`src/sv/mvd_pkg.sv`:
```
// Shared types, codes and constants of the vector distance core.
// No dependencies; every other file imports this package.
package mvd_pkg;

  localparam int FRAC_BITS   = 12;
  localparam int MAX_LEN_DEF = 4096;
  localparam int MODE_W      = 4;
  localparam int ACC_W       = 48;

  // fixed-point shift amounts that follow from the element format
  localparam int HEL_SH = 32 - FRAC_BITS;
  localparam int EUC_SH = 32 - 2 * FRAC_BITS;
  localparam int Q16_SH = 16 - FRAC_BITS;

  localparam logic [15:0]      ELEM_ONE = 16'(1 << FRAC_BITS);
  localparam logic [ACC_W-1:0] ONE_Q16  = ACC_W'(65536);

  // divider: 17 quotient bits, quotient never needs more except for the clamp
  localparam int DIV_Q_W = 17;
  localparam int DIV_D_W = 48;
  localparam int DIV_N_W = DIV_D_W + DIV_Q_W - 1;

  // square root: 56-bit radicand, 28-bit root
  localparam int SQ_W   = 56;
  localparam int SQ_R_W = SQ_W / 2;

  localparam logic [MODE_W-1:0] MODE_MAN = 4'd0;
  localparam logic [MODE_W-1:0] MODE_EUC = 4'd1;
  localparam logic [MODE_W-1:0] MODE_CHE = 4'd2;
  localparam logic [MODE_W-1:0] MODE_CAN = 4'd3;
  localparam logic [MODE_W-1:0] MODE_RR  = 4'd4;
  localparam logic [MODE_W-1:0] MODE_COS = 4'd5;
  localparam logic [MODE_W-1:0] MODE_JAC = 4'd6;
  localparam logic [MODE_W-1:0] MODE_HEL = 4'd7;
  localparam logic [MODE_W-1:0] MODE_HAM = 4'd8;

  localparam logic [2:0] MUL_NONE = 3'd0;
  localparam logic [2:0] MUL_AD   = 3'd1;
  localparam logic [2:0] MUL_XY   = 3'd2;
  localparam logic [2:0] MUL_XX   = 3'd3;
  localparam logic [2:0] MUL_YY   = 3'd4;
  localparam logic [2:0] MUL_DD   = 3'd5;
  localparam logic [2:0] MUL_SXSY = 3'd6;

  localparam logic [2:0] ADD_NONE = 3'd0;
  localparam logic [2:0] ADD_ACC  = 3'd1;
  localparam logic [2:0] ADD_DOT  = 3'd2;
  localparam logic [2:0] ADD_XE   = 3'd3;
  localparam logic [2:0] ADD_YE   = 3'd4;

  localparam logic [2:0] SQ_X   = 3'd0;
  localparam logic [2:0] SQ_Y   = 3'd1;
  localparam logic [2:0] SQ_EUC = 3'd2;
  localparam logic [2:0] SQ_XE  = 3'd3;
  localparam logic [2:0] SQ_YE  = 3'd4;
  localparam logic [2:0] SQ_HEL = 3'd5;

  localparam logic [1:0] DIV_CANB = 2'd0;
  localparam logic [1:0] DIV_RR   = 2'd1;
  localparam logic [1:0] DIV_JAC  = 2'd2;
  localparam logic [1:0] DIV_COS  = 2'd3;

  typedef struct packed {
    logic signed [15:0] x_elem;
    logic signed [15:0] y_elem;
    logic               last_pair;
  } pair_t;

  typedef struct packed {
    logic [47:0] distance_value;
    logic        math_error;
  } dist_t;

  typedef struct packed {
    logic       capture;
    logic       simple;
    logic [2:0] mul_sel;
    logic [2:0] add_sel;
    logic       sq_start;
    logic [2:0] sq_src;
    logic       sq_cap_a;
    logic       sq_cap_b;
    logic       div_start;
    logic [1:0] div_src;
    logic       div_add;
    logic       fin;
  } cmd_t;

  typedef struct packed {
    logic [MODE_W-1:0] mode;
    logic              last;
    logic              den_zero;
    logic              xe_zero;
    logic              prod_zero;
    logic              div_busy;
    logic              sq_busy;
    logic              out_free;
  } sts_t;

endpackage

```
`src/sv/mvd_ctrl.sv`:
```
// Sequencer: walks each pair through the datapath and runs the final formula.
// Depends on mvd_pkg; talks to mvd_datapath through cmd_t and sts_t.
module mvd_ctrl import mvd_pkg::*; (
  input  logic clk,
  input  logic rst,
  input  logic pair_valid,
  output logic pair_stall,
  input  sts_t sts,
  output cmd_t cmd
);

  localparam logic [4:0] S_IDLE = 5'd0;
  localparam logic [4:0] S_DISP = 5'd1;
  localparam logic [4:0] S_ADDP = 5'd2;
  localparam logic [4:0] S_CWT  = 5'd3;
  localparam logic [4:0] S_COS1 = 5'd4;
  localparam logic [4:0] S_COS2 = 5'd5;
  localparam logic [4:0] S_COS3 = 5'd6;
  localparam logic [4:0] S_HWX  = 5'd7;
  localparam logic [4:0] S_HWY  = 5'd8;
  localparam logic [4:0] S_HMUL = 5'd9;
  localparam logic [4:0] S_POST = 5'd10;
  localparam logic [4:0] S_FSQ  = 5'd11;
  localparam logic [4:0] S_FCX  = 5'd12;
  localparam logic [4:0] S_FCY  = 5'd13;
  localparam logic [4:0] S_FCM  = 5'd14;
  localparam logic [4:0] S_FCP  = 5'd15;
  localparam logic [4:0] S_FDIV = 5'd16;
  localparam logic [4:0] S_FIN  = 5'd17;

  logic [4:0] state, state_next;

  assign pair_stall = state != S_IDLE;

  always_ff @(posedge clk) begin
    if (rst) begin
      state <= S_IDLE;
    end else begin
      state <= state_next;
    end
  end

  always_comb begin
    cmd        = '0;
    state_next = state;
    unique case (state)
      S_IDLE: begin
        if (pair_valid) begin
          cmd.capture = 1'b1;
          state_next  = S_DISP;
        end
      end
      S_DISP: begin
        unique case (sts.mode)
          MODE_EUC: begin
            cmd.mul_sel = MUL_AD;
            state_next  = S_ADDP;
          end
          MODE_CAN: begin
            if (sts.den_zero) begin
              state_next = S_POST;
            end else begin
              cmd.div_start = 1'b1;
              cmd.div_src   = DIV_CANB;
              state_next    = S_CWT;
            end
          end
          MODE_COS: begin
            cmd.mul_sel = MUL_XY;
            state_next  = S_COS1;
          end
          MODE_HEL: begin
            cmd.simple   = 1'b1;
            cmd.sq_start = 1'b1;
            cmd.sq_src   = SQ_X;
            state_next   = S_HWX;
          end
          default: begin
            cmd.simple = 1'b1;
            state_next = S_POST;
          end
        endcase
      end
      S_ADDP: begin
        cmd.add_sel = ADD_ACC;
        state_next  = S_POST;
      end
      S_CWT: begin
        if (!sts.div_busy) begin
          cmd.div_add = 1'b1;
          state_next  = S_POST;
        end
      end
      S_COS1: begin
        cmd.add_sel = ADD_DOT;
        cmd.mul_sel = MUL_XX;
        state_next  = S_COS2;
      end
      S_COS2: begin
        cmd.add_sel = ADD_XE;
        cmd.mul_sel = MUL_YY;
        state_next  = S_COS3;
      end
      S_COS3: begin
        cmd.add_sel = ADD_YE;
        state_next  = S_POST;
      end
      S_HWX: begin
        if (!sts.sq_busy) begin
          cmd.sq_cap_a = 1'b1;
          cmd.sq_start = 1'b1;
          cmd.sq_src   = SQ_Y;
          state_next   = S_HWY;
        end
      end
      S_HWY: begin
        if (!sts.sq_busy) begin
          cmd.sq_cap_b = 1'b1;
          state_next   = S_HMUL;
        end
      end
      S_HMUL: begin
        cmd.mul_sel = MUL_DD;
        state_next  = S_ADDP;
      end
      S_POST: begin
        if (!sts.last) begin
          state_next = S_IDLE;
        end else begin
          unique case (sts.mode) inside
            MODE_EUC, MODE_HEL: begin
              cmd.sq_start = 1'b1;
              cmd.sq_src   = (sts.mode == MODE_EUC) ? SQ_EUC : SQ_HEL;
              state_next   = S_FSQ;
            end
            MODE_RR: begin
              cmd.div_start = 1'b1;
              cmd.div_src   = DIV_RR;
              state_next    = S_FDIV;
            end
            MODE_JAC: begin
              if (sts.xe_zero) begin
                state_next = S_FIN;
              end else begin
                cmd.div_start = 1'b1;
                cmd.div_src   = DIV_JAC;
                state_next    = S_FDIV;
              end
            end
            MODE_COS: begin
              cmd.sq_start = 1'b1;
              cmd.sq_src   = SQ_XE;
              state_next   = S_FCX;
            end
            default: state_next = S_FIN;
          endcase
        end
      end
      S_FSQ: begin
        if (!sts.sq_busy) begin
          cmd.sq_cap_a = 1'b1;
          state_next   = S_FIN;
        end
      end
      S_FCX: begin
        if (!sts.sq_busy) begin
          cmd.sq_cap_a = 1'b1;
          cmd.sq_start = 1'b1;
          cmd.sq_src   = SQ_YE;
          state_next   = S_FCY;
        end
      end
      S_FCY: begin
        if (!sts.sq_busy) begin
          cmd.sq_cap_b = 1'b1;
          state_next   = S_FCM;
        end
      end
      S_FCM: begin
        cmd.mul_sel = MUL_SXSY;
        state_next  = S_FCP;
      end
      S_FCP: begin
        if (sts.prod_zero) begin
          state_next = S_FIN;
        end else begin
          cmd.div_start = 1'b1;
          cmd.div_src   = DIV_COS;
          state_next    = S_FDIV;
        end
      end
      S_FDIV: begin
        if (!sts.div_busy) begin
          state_next = S_FIN;
        end
      end
      S_FIN: begin
        if (sts.out_free) begin
          cmd.fin    = 1'b1;
          state_next = S_IDLE;
        end
      end
      default: state_next = S_IDLE;
    endcase
  end

endmodule

```
`config.mk`:
```
export PLATFORM = sky130hd
export DESIGN_NAME = mvd_ctrl
export DESIGN_NICKNAME = d
export VERILOG_FILES = /design/src/sv/mvd_pkg.sv /design/src/sv/mvd_ctrl.sv
export SDC_FILE = /design/constraint.sdc
export NUM_CORES = 1
export LEC_CHECK = 0
export ABC_AREA = 1
export BUFFER_PORTS_ARGS = -buffer_cell sky130_fd_sc_hd__buf_2
export CAP_MARGIN = 15
export CORE_AREA = 5 5 46 55
export CTS_CLUSTER_SIZE = 40
export DETAILED_ROUTE_END_ITERATION = 12
export DIE_AREA = 0 0 51 60
export GPL_TIMING_DRIVEN = 0
export MAX_ROUTING_LAYER = met4
export PLACE_DENSITY = 0.76
export SLEW_MARGIN = 15
export SYNTH_ARGS = -nofsm -noshare
export SYNTH_HDL_FRONTEND = slang
export SYNTH_SLANG_ARGS = --single-unit
```
`constraint.sdc`:
```
create_clock -name clk -period 2.1 [get_ports clk]
set_clock_uncertainty 0.2 [all_clocks]
set_input_delay 0.42 -clock clk [delete_from_list [all_inputs] [get_ports clk]]
set_output_delay 0.42 -clock clk [all_outputs]
set_load 0.01 [all_outputs]
```
== Yosys cells after proc, flatten, opt, wreduce, memory -nomap -nowiden ==
Cells that the tools add are included.

* Memory bits (writable): 0
* Bits in read-only memories: 0
* Word-level logic and storage cells: 84
* Output and inout bits: 20
* Bits of input ports: 14
* Flip-flop bits (word level): 5
* Memories: 0
* Latch bits: 0

* Add/subtract/negate cells: 0
* Shift-type cells: 0
* Bitwise operators: 0
* Divide/modulo/power cells: 0
* Equality and inequality tests: 32
* Multiply operators: 0
* Magnitude comparators: 0
* Reductions and logical operators: 7
* Muxes and demuxes: 44

{| class="wikitable"
|+ Operators with widths
! kind !! count
|-
| $pmux W5 S17 || 1
|-
| $mux W5 || 12
|-
| $eq A5 B4 Y1 const B || 8
|-
| $pmux W4 S4 || 2
|-
| $eq A5 B3 Y1 const B || 4
|-
| $pmux W5 S4 || 1
|-
| $mux W3 || 6
|-
| $ne A2 B2 Y1 const B || 9
|-
| $eq A4 B3 Y1 const B || 4
|-
| $pmux W3 S5 || 1
|-
| $mux W1 || 12
|-
| $mux W4 || 3
|-
| $pmux W3 S4 || 1
|-
| $eq A5 B2 Y1 const B || 2
|-
| $eq A5 B5 Y1 const B || 2
|-
| $pmux W3 S3 || 1
|-
| $reduce_and A9 Y1 || 1
|-
| $pmux W4 S2 || 1
|-
| $pmux W3 S2 || 1
|-
| $reduce_or A2 Y1 || 3
|-
| $eq A5 B1 Y1 const B || 1
|-
| $logic_not A5 Y1 || 1
|-
| $reduce_bool A5 Y1 || 1
|-
| $eq A4 B1 Y1 const B || 1
|-
| 4 further kinds || 4
|}

== Depth between registers and ports, before layout ==
* Depth in word-level cells: 5
* Depth in mapped cells: 12
* Depth with buffers taken out: 11

== Least setup slack after synthesis ==
OpenSTA, ideal clock, no wires.

* Kind: flip-flop to output port
* Start: reg state[1]
* End: out cmd[7] in the netlist's numbering
* Required time: 1.480 ns
* Data arrival time: 1.105 ns
* Slack: 0.375 ns
* Stages on the path, launching flop included: 5
* Path buffers: 0
* Cells stage by stage: dfxtp_1 > nand2_1 > nor2_2 > nand2_1 > o21ai_0

{| class="wikitable"
|+ RTL lines
! item !! RTL line !! text
|-
| start, declared || mvd_ctrl.sv:31 || <nowiki>logic [4:0] state, state_next;</nowiki>
|-
| start signal, assigned || mvd_ctrl.sv:39 || <nowiki>state <= state_next;</nowiki>
|-
| end, declared || mvd_ctrl.sv:9 || <nowiki>output cmd_t cmd</nowiki>
|}

==> flow_results.org <==
** Layout
- Storage cell area :: 111 um^2
- Register with the most flip-flops :: state
- Fill cells in the final layout number 205.
- Synth-to-Final Area Change :: 36.6%
- Largest registers :: state (5)
- In the final layout, the multi-input gates occupy 699 um^2.
- Max FFs per register :: 5
- Of the cells placed in the final design, the portion with a size suffix greater than 1 is 33.2%.
- The number of antenna diodes in the final layout is 0.
- Number of nets in the layout :: 235
- For this run, the share of the core covered by cells in the final layout is 59.9%.

** CTS
- Depth of the CTS H-tree :: 1
- After clock tree synthesis, the clock-pin slew on the worst setup and hold paths is 40 ps.
- CTS Buffer Depth :: 2
- Count of clock tree sinks :: 5
- In this run the clock root is driven by a sky130_fd_sc_hd__clkbuf_4.
- TritonCTS built the clock tree.
- Clock latency on the worst-skew pair, taken at its later pin, is 240 ps.
- In this run, CTS created clock tree buffers numbering 3.

** Hold path
- Number of cells on the worst hold path :: 2
- Hold_sp :: rst
- Hold EP :: state[1]
- Worst min-delay path category :: input port to flop

** Synthesis
- Yosys attributes the largest share of cell area to sky130_fd_sc_hd__nand2_1 20%, sky130_fd_sc_hd__nor2_1 16%, sky130_fd_sc_hd__dfxtp_1 11%.
- The synthesized design devotes to its leading area cell type 20.1% of total area.
- Number of different library cells in the post-synthesis netlist :: 22
- Among all flip-flop cells after synthesis, the most frequent one is sky130_fd_sc_hd__dfxtp_1.
- List of most frequent post-synthesis cells :: 47 x sky130_fd_sc_hd__nand2_1, 37 x sky130_fd_sc_hd__nor2_1, 26 x sky130_fd_sc_hd__inv_1
- Counting every instance in the synthesized netlist gives 179.
- Among all cell types in the netlist, the one instantiated most often is sky130_fd_sc_hd__nand2_1.
- The largest total area in the synthesized netlist belongs to sky130_fd_sc_hd__nand2_1.
- Mean instance size in the synthesized netlist :: 4.91 um^2
- During synthesis, Yosys emitted a total of 0 warnings.
- Fraction of the yosys area taken by sequential cells :: 11.4%
- Syn nets :: 193
- Share of async-settable or async-resettable flops after synthesis :: 0%
- Counting flops with a built-in enable in the synthesized netlist gives 0.
- In this run the cell area of the synthesized design comes to 878 um^2.
- Total of flip-flops plus latches after synthesis :: 5

** Route
- Initial DRC Count :: 31
- Average detailed-routed wire length per instance :: 11.2 um
- Sum of routed wire length over all layers :: 2.69 mm
- Routed vias :: 1,260
- # DRC :: 0
- Routed vias/inst :: 5.25
- Antenna violation net count after detailed routing :: 0
- The first detailed-routing pass ran for 4 iterations.

** Floorplan
- Std-Cell Rows :: 18
- The total area inside the core boundary comes to 2000 um^2.
- The die is 60 um tall.
- The initial utilization of the core area, before any placement, comes to 43.8%.
- Die Span X :: 51 um
- The floorplan step defined a die boundary enclosing 3060 um^2.
- 34 I/O pins were placed.

** Worst setup path
- STA puts the critical path data arrival time at 1430 ps.
- STA classifies the critical path endpoint as an output pin.
- Flop-to-flop setup slack :: 390 ps
- The startpoint identified for the worst register-to-register timing path is state[1].
- STA classifies the critical path startpoint as a flop.
- In this run the worst setup path begins at state[1].
- In this run the critical register-to-register path is captured at state[3].
- By startpoint and endpoint, the worst setup path is classified as flop to output pin.
- Counting cells, the worst reg-to-reg path comes to 8.
- Peak fanout along the critical path :: 6
- At the worst endpoint, the required time is 1480 ps.

** Place
- Port buffering added 32 buffers.
- GP Congestion :: 0.914
- Worst slack at placement :: 142 ps
- DPL Wire Length :: 2.19 mm

** Timing
- The total count of max-transition violations in the final report is 0.
- Static timing analysis puts the maximum clock frequency at 489 MHz.
- The worst path in the final design needs a cycle of 2050 ps, including I/O delays and setup.
- For the pin with the worst max-slew slack, the measured transition is 351 ps.
- Across all setup checks in the final design, the least slack found is 53.0 ps.
- The number of endpoints with negative hold slack in the final report was 0.
- Setup violations remaining at the end of the flow were counted as 0.
- After layout, the worst path uses 97.5% of the clock period.
- The worst pin sits at a relative slew slack of 76.6%.
- Setup repair after global routing could not meet its margin everywhere.

** Power
- For this design the static power due to leakage is 0.752 nW.
- Largest vdd supply drop :: 0.776 mV
- Power density normalized to cell area :: 930 nW/um^2

** Global route
- The via count of the first global-routing pass is 1,147.
- For this run, the total global-route usage over all layers was measured as 18.8%.
- Entering global routing, the biggest net connects 10 pins.
- Final global-route overflow total :: 0
- The first global-routing pass estimated 4.35 mm of wire.
- Number of antenna violations at the first check in global routing :: 0

** Run status
- Run status :: finished, final reports clean

** Job
- Max cap viols :: 0
-- metrics by stage --
stage | hold WS, ps | area, um^2 | setup TNS, ps | instances | power [W]
global route | 201 | 1200 | -83.7 | 240 | 0.00123
detailed placement | 322 | 1060 | 0 | 231 | 0.000922
finish | 198 | 1200 | 0 | 240 | 0.00112
floorplan | 286 | 878 | 0 | 179 | 0.000719
CTS | 190 | 1120 | 0 | 235 | 0.00108
global placement | 316 | 1060 | 0 | 231 | 0.000915
-- critical path, cell delays in order (launching register included) --
cell	delay [ps]
sky130_fd_sc_hd__dfxtp_2	340
sky130_fd_sc_hd__inv_1	120
sky130_fd_sc_hd__nand2_1	160
sky130_fd_sc_hd__nor2_4	180
sky130_fd_sc_hd__inv_2	80
sky130_fd_sc_hd__o221ai_1	140
sky130_fd_sc_hd__buf_2	160
-- per-layer routing --
metal | vias to the layer above | global-route usage (%) | wire length, um
li1 | 650 | - | -
met1 | 556 | 18.2 | 1050
met2 | 49 | 36.1 | 1430
met3 | 5 | 2.74 | 173
met4 | 0 | 9.23 | 40
met5 | - | - | 0
-- worst max path at each step --
stage              end  depth (start not counted)  slack (ps)
3_5_place_dp    cmd[2]                          8         140
4_1_cts        cmd[14]                          7          20
2_1_floorplan   cmd[7]                          4         370
6_report       cmd[14]                          6          50
3_3_place_gp    cmd[2]                          8         160
5_1_grt         cmd[6]                          6         -40
-- layout make-up --
type	instances	share of cell area, %
well taps	20	2.09
clock buffers	4	2.19
flip-flops and latches	5	9.28
plain buffers	2	1.36
multi-input cells	141	58.3
inverters	31	10.3
repair buffers	37	16.5
-- power by group --
part	total [W]	internal, W	switching [W]
Sequential	0.000167	0.000131	0.0000357
Clock	0.000107	0.0000715	0.0000350
Combinational	0.000843	0.000295	0.000548
-- logic make-up after synthesis --
family / synth area share [%]
buf+inv: 15.1
compound gates: 13.1
simple gates: 60.4
flops: 11.4
-- placed cells by master, fill, tap and decap left out --
| master | instances |
|---|---|
| sky130_fd_sc_hd__nand3b_1 | 2 |
| sky130_fd_sc_hd__buf_4 | 5 |
| sky130_fd_sc_hd__nand3_1 | 18 |
| sky130_fd_sc_hd__inv_6 | 1 |
| sky130_fd_sc_hd__nor2_2 | 2 |
| sky130_fd_sc_hd__nand4_1 | 3 |
| sky130_fd_sc_hd__nand3_2 | 2 |
| sky130_fd_sc_hd__nand3_4 | 1 |
| sky130_fd_sc_hd__inv_2 | 5 |
| sky130_fd_sc_hd__inv_4 | 1 |
| sky130_fd_sc_hd__a21oi_2 | 3 |
| sky130_fd_sc_hd__inv_1 | 24 |
| sky130_fd_sc_hd__o21ai_1 | 1 |
| sky130_fd_sc_hd__o221ai_1 | 1 |
| sky130_fd_sc_hd__o21ai_0 | 8 |
| sky130_fd_sc_hd__nor3_1 | 2 |
| sky130_fd_sc_hd__a21oi_1 | 5 |
| sky130_fd_sc_hd__nor2_1 | 36 |
| sky130_fd_sc_hd__nand2_4 | 2 |
| sky130_fd_sc_hd__clkbuf_1 | 1 |
| sky130_fd_sc_hd__a22oi_1 | 1 |
| sky130_fd_sc_hd__clkbuf_4 | 3 |
| sky130_fd_sc_hd__nand2_1 | 43 |
| sky130_fd_sc_hd__buf_6 | 1 |
| sky130_fd_sc_hd__nor2_4 | 3 |
| sky130_fd_sc_hd__a31oi_1 | 1 |
| sky130_fd_sc_hd__dfxtp_4 | 2 |
| sky130_fd_sc_hd__buf_2 | 33 |
| sky130_fd_sc_hd__nor4_1 | 1 |
| sky130_fd_sc_hd__nand2_2 | 6 |
| sky130_fd_sc_hd__dfxtp_2 | 3 |
-- what timing repair did --
action                                  CTS  global route
cloned                                    0             0
buffers inserted                          0             5
hold buffers                              0             0
resized for setup                        11            15
endpoints found under the setup margin    7            12
pin swaps                                 0             4
hold endpoints to repair                  0             0
Note: power is estimated with default switching activity, not from simulation.
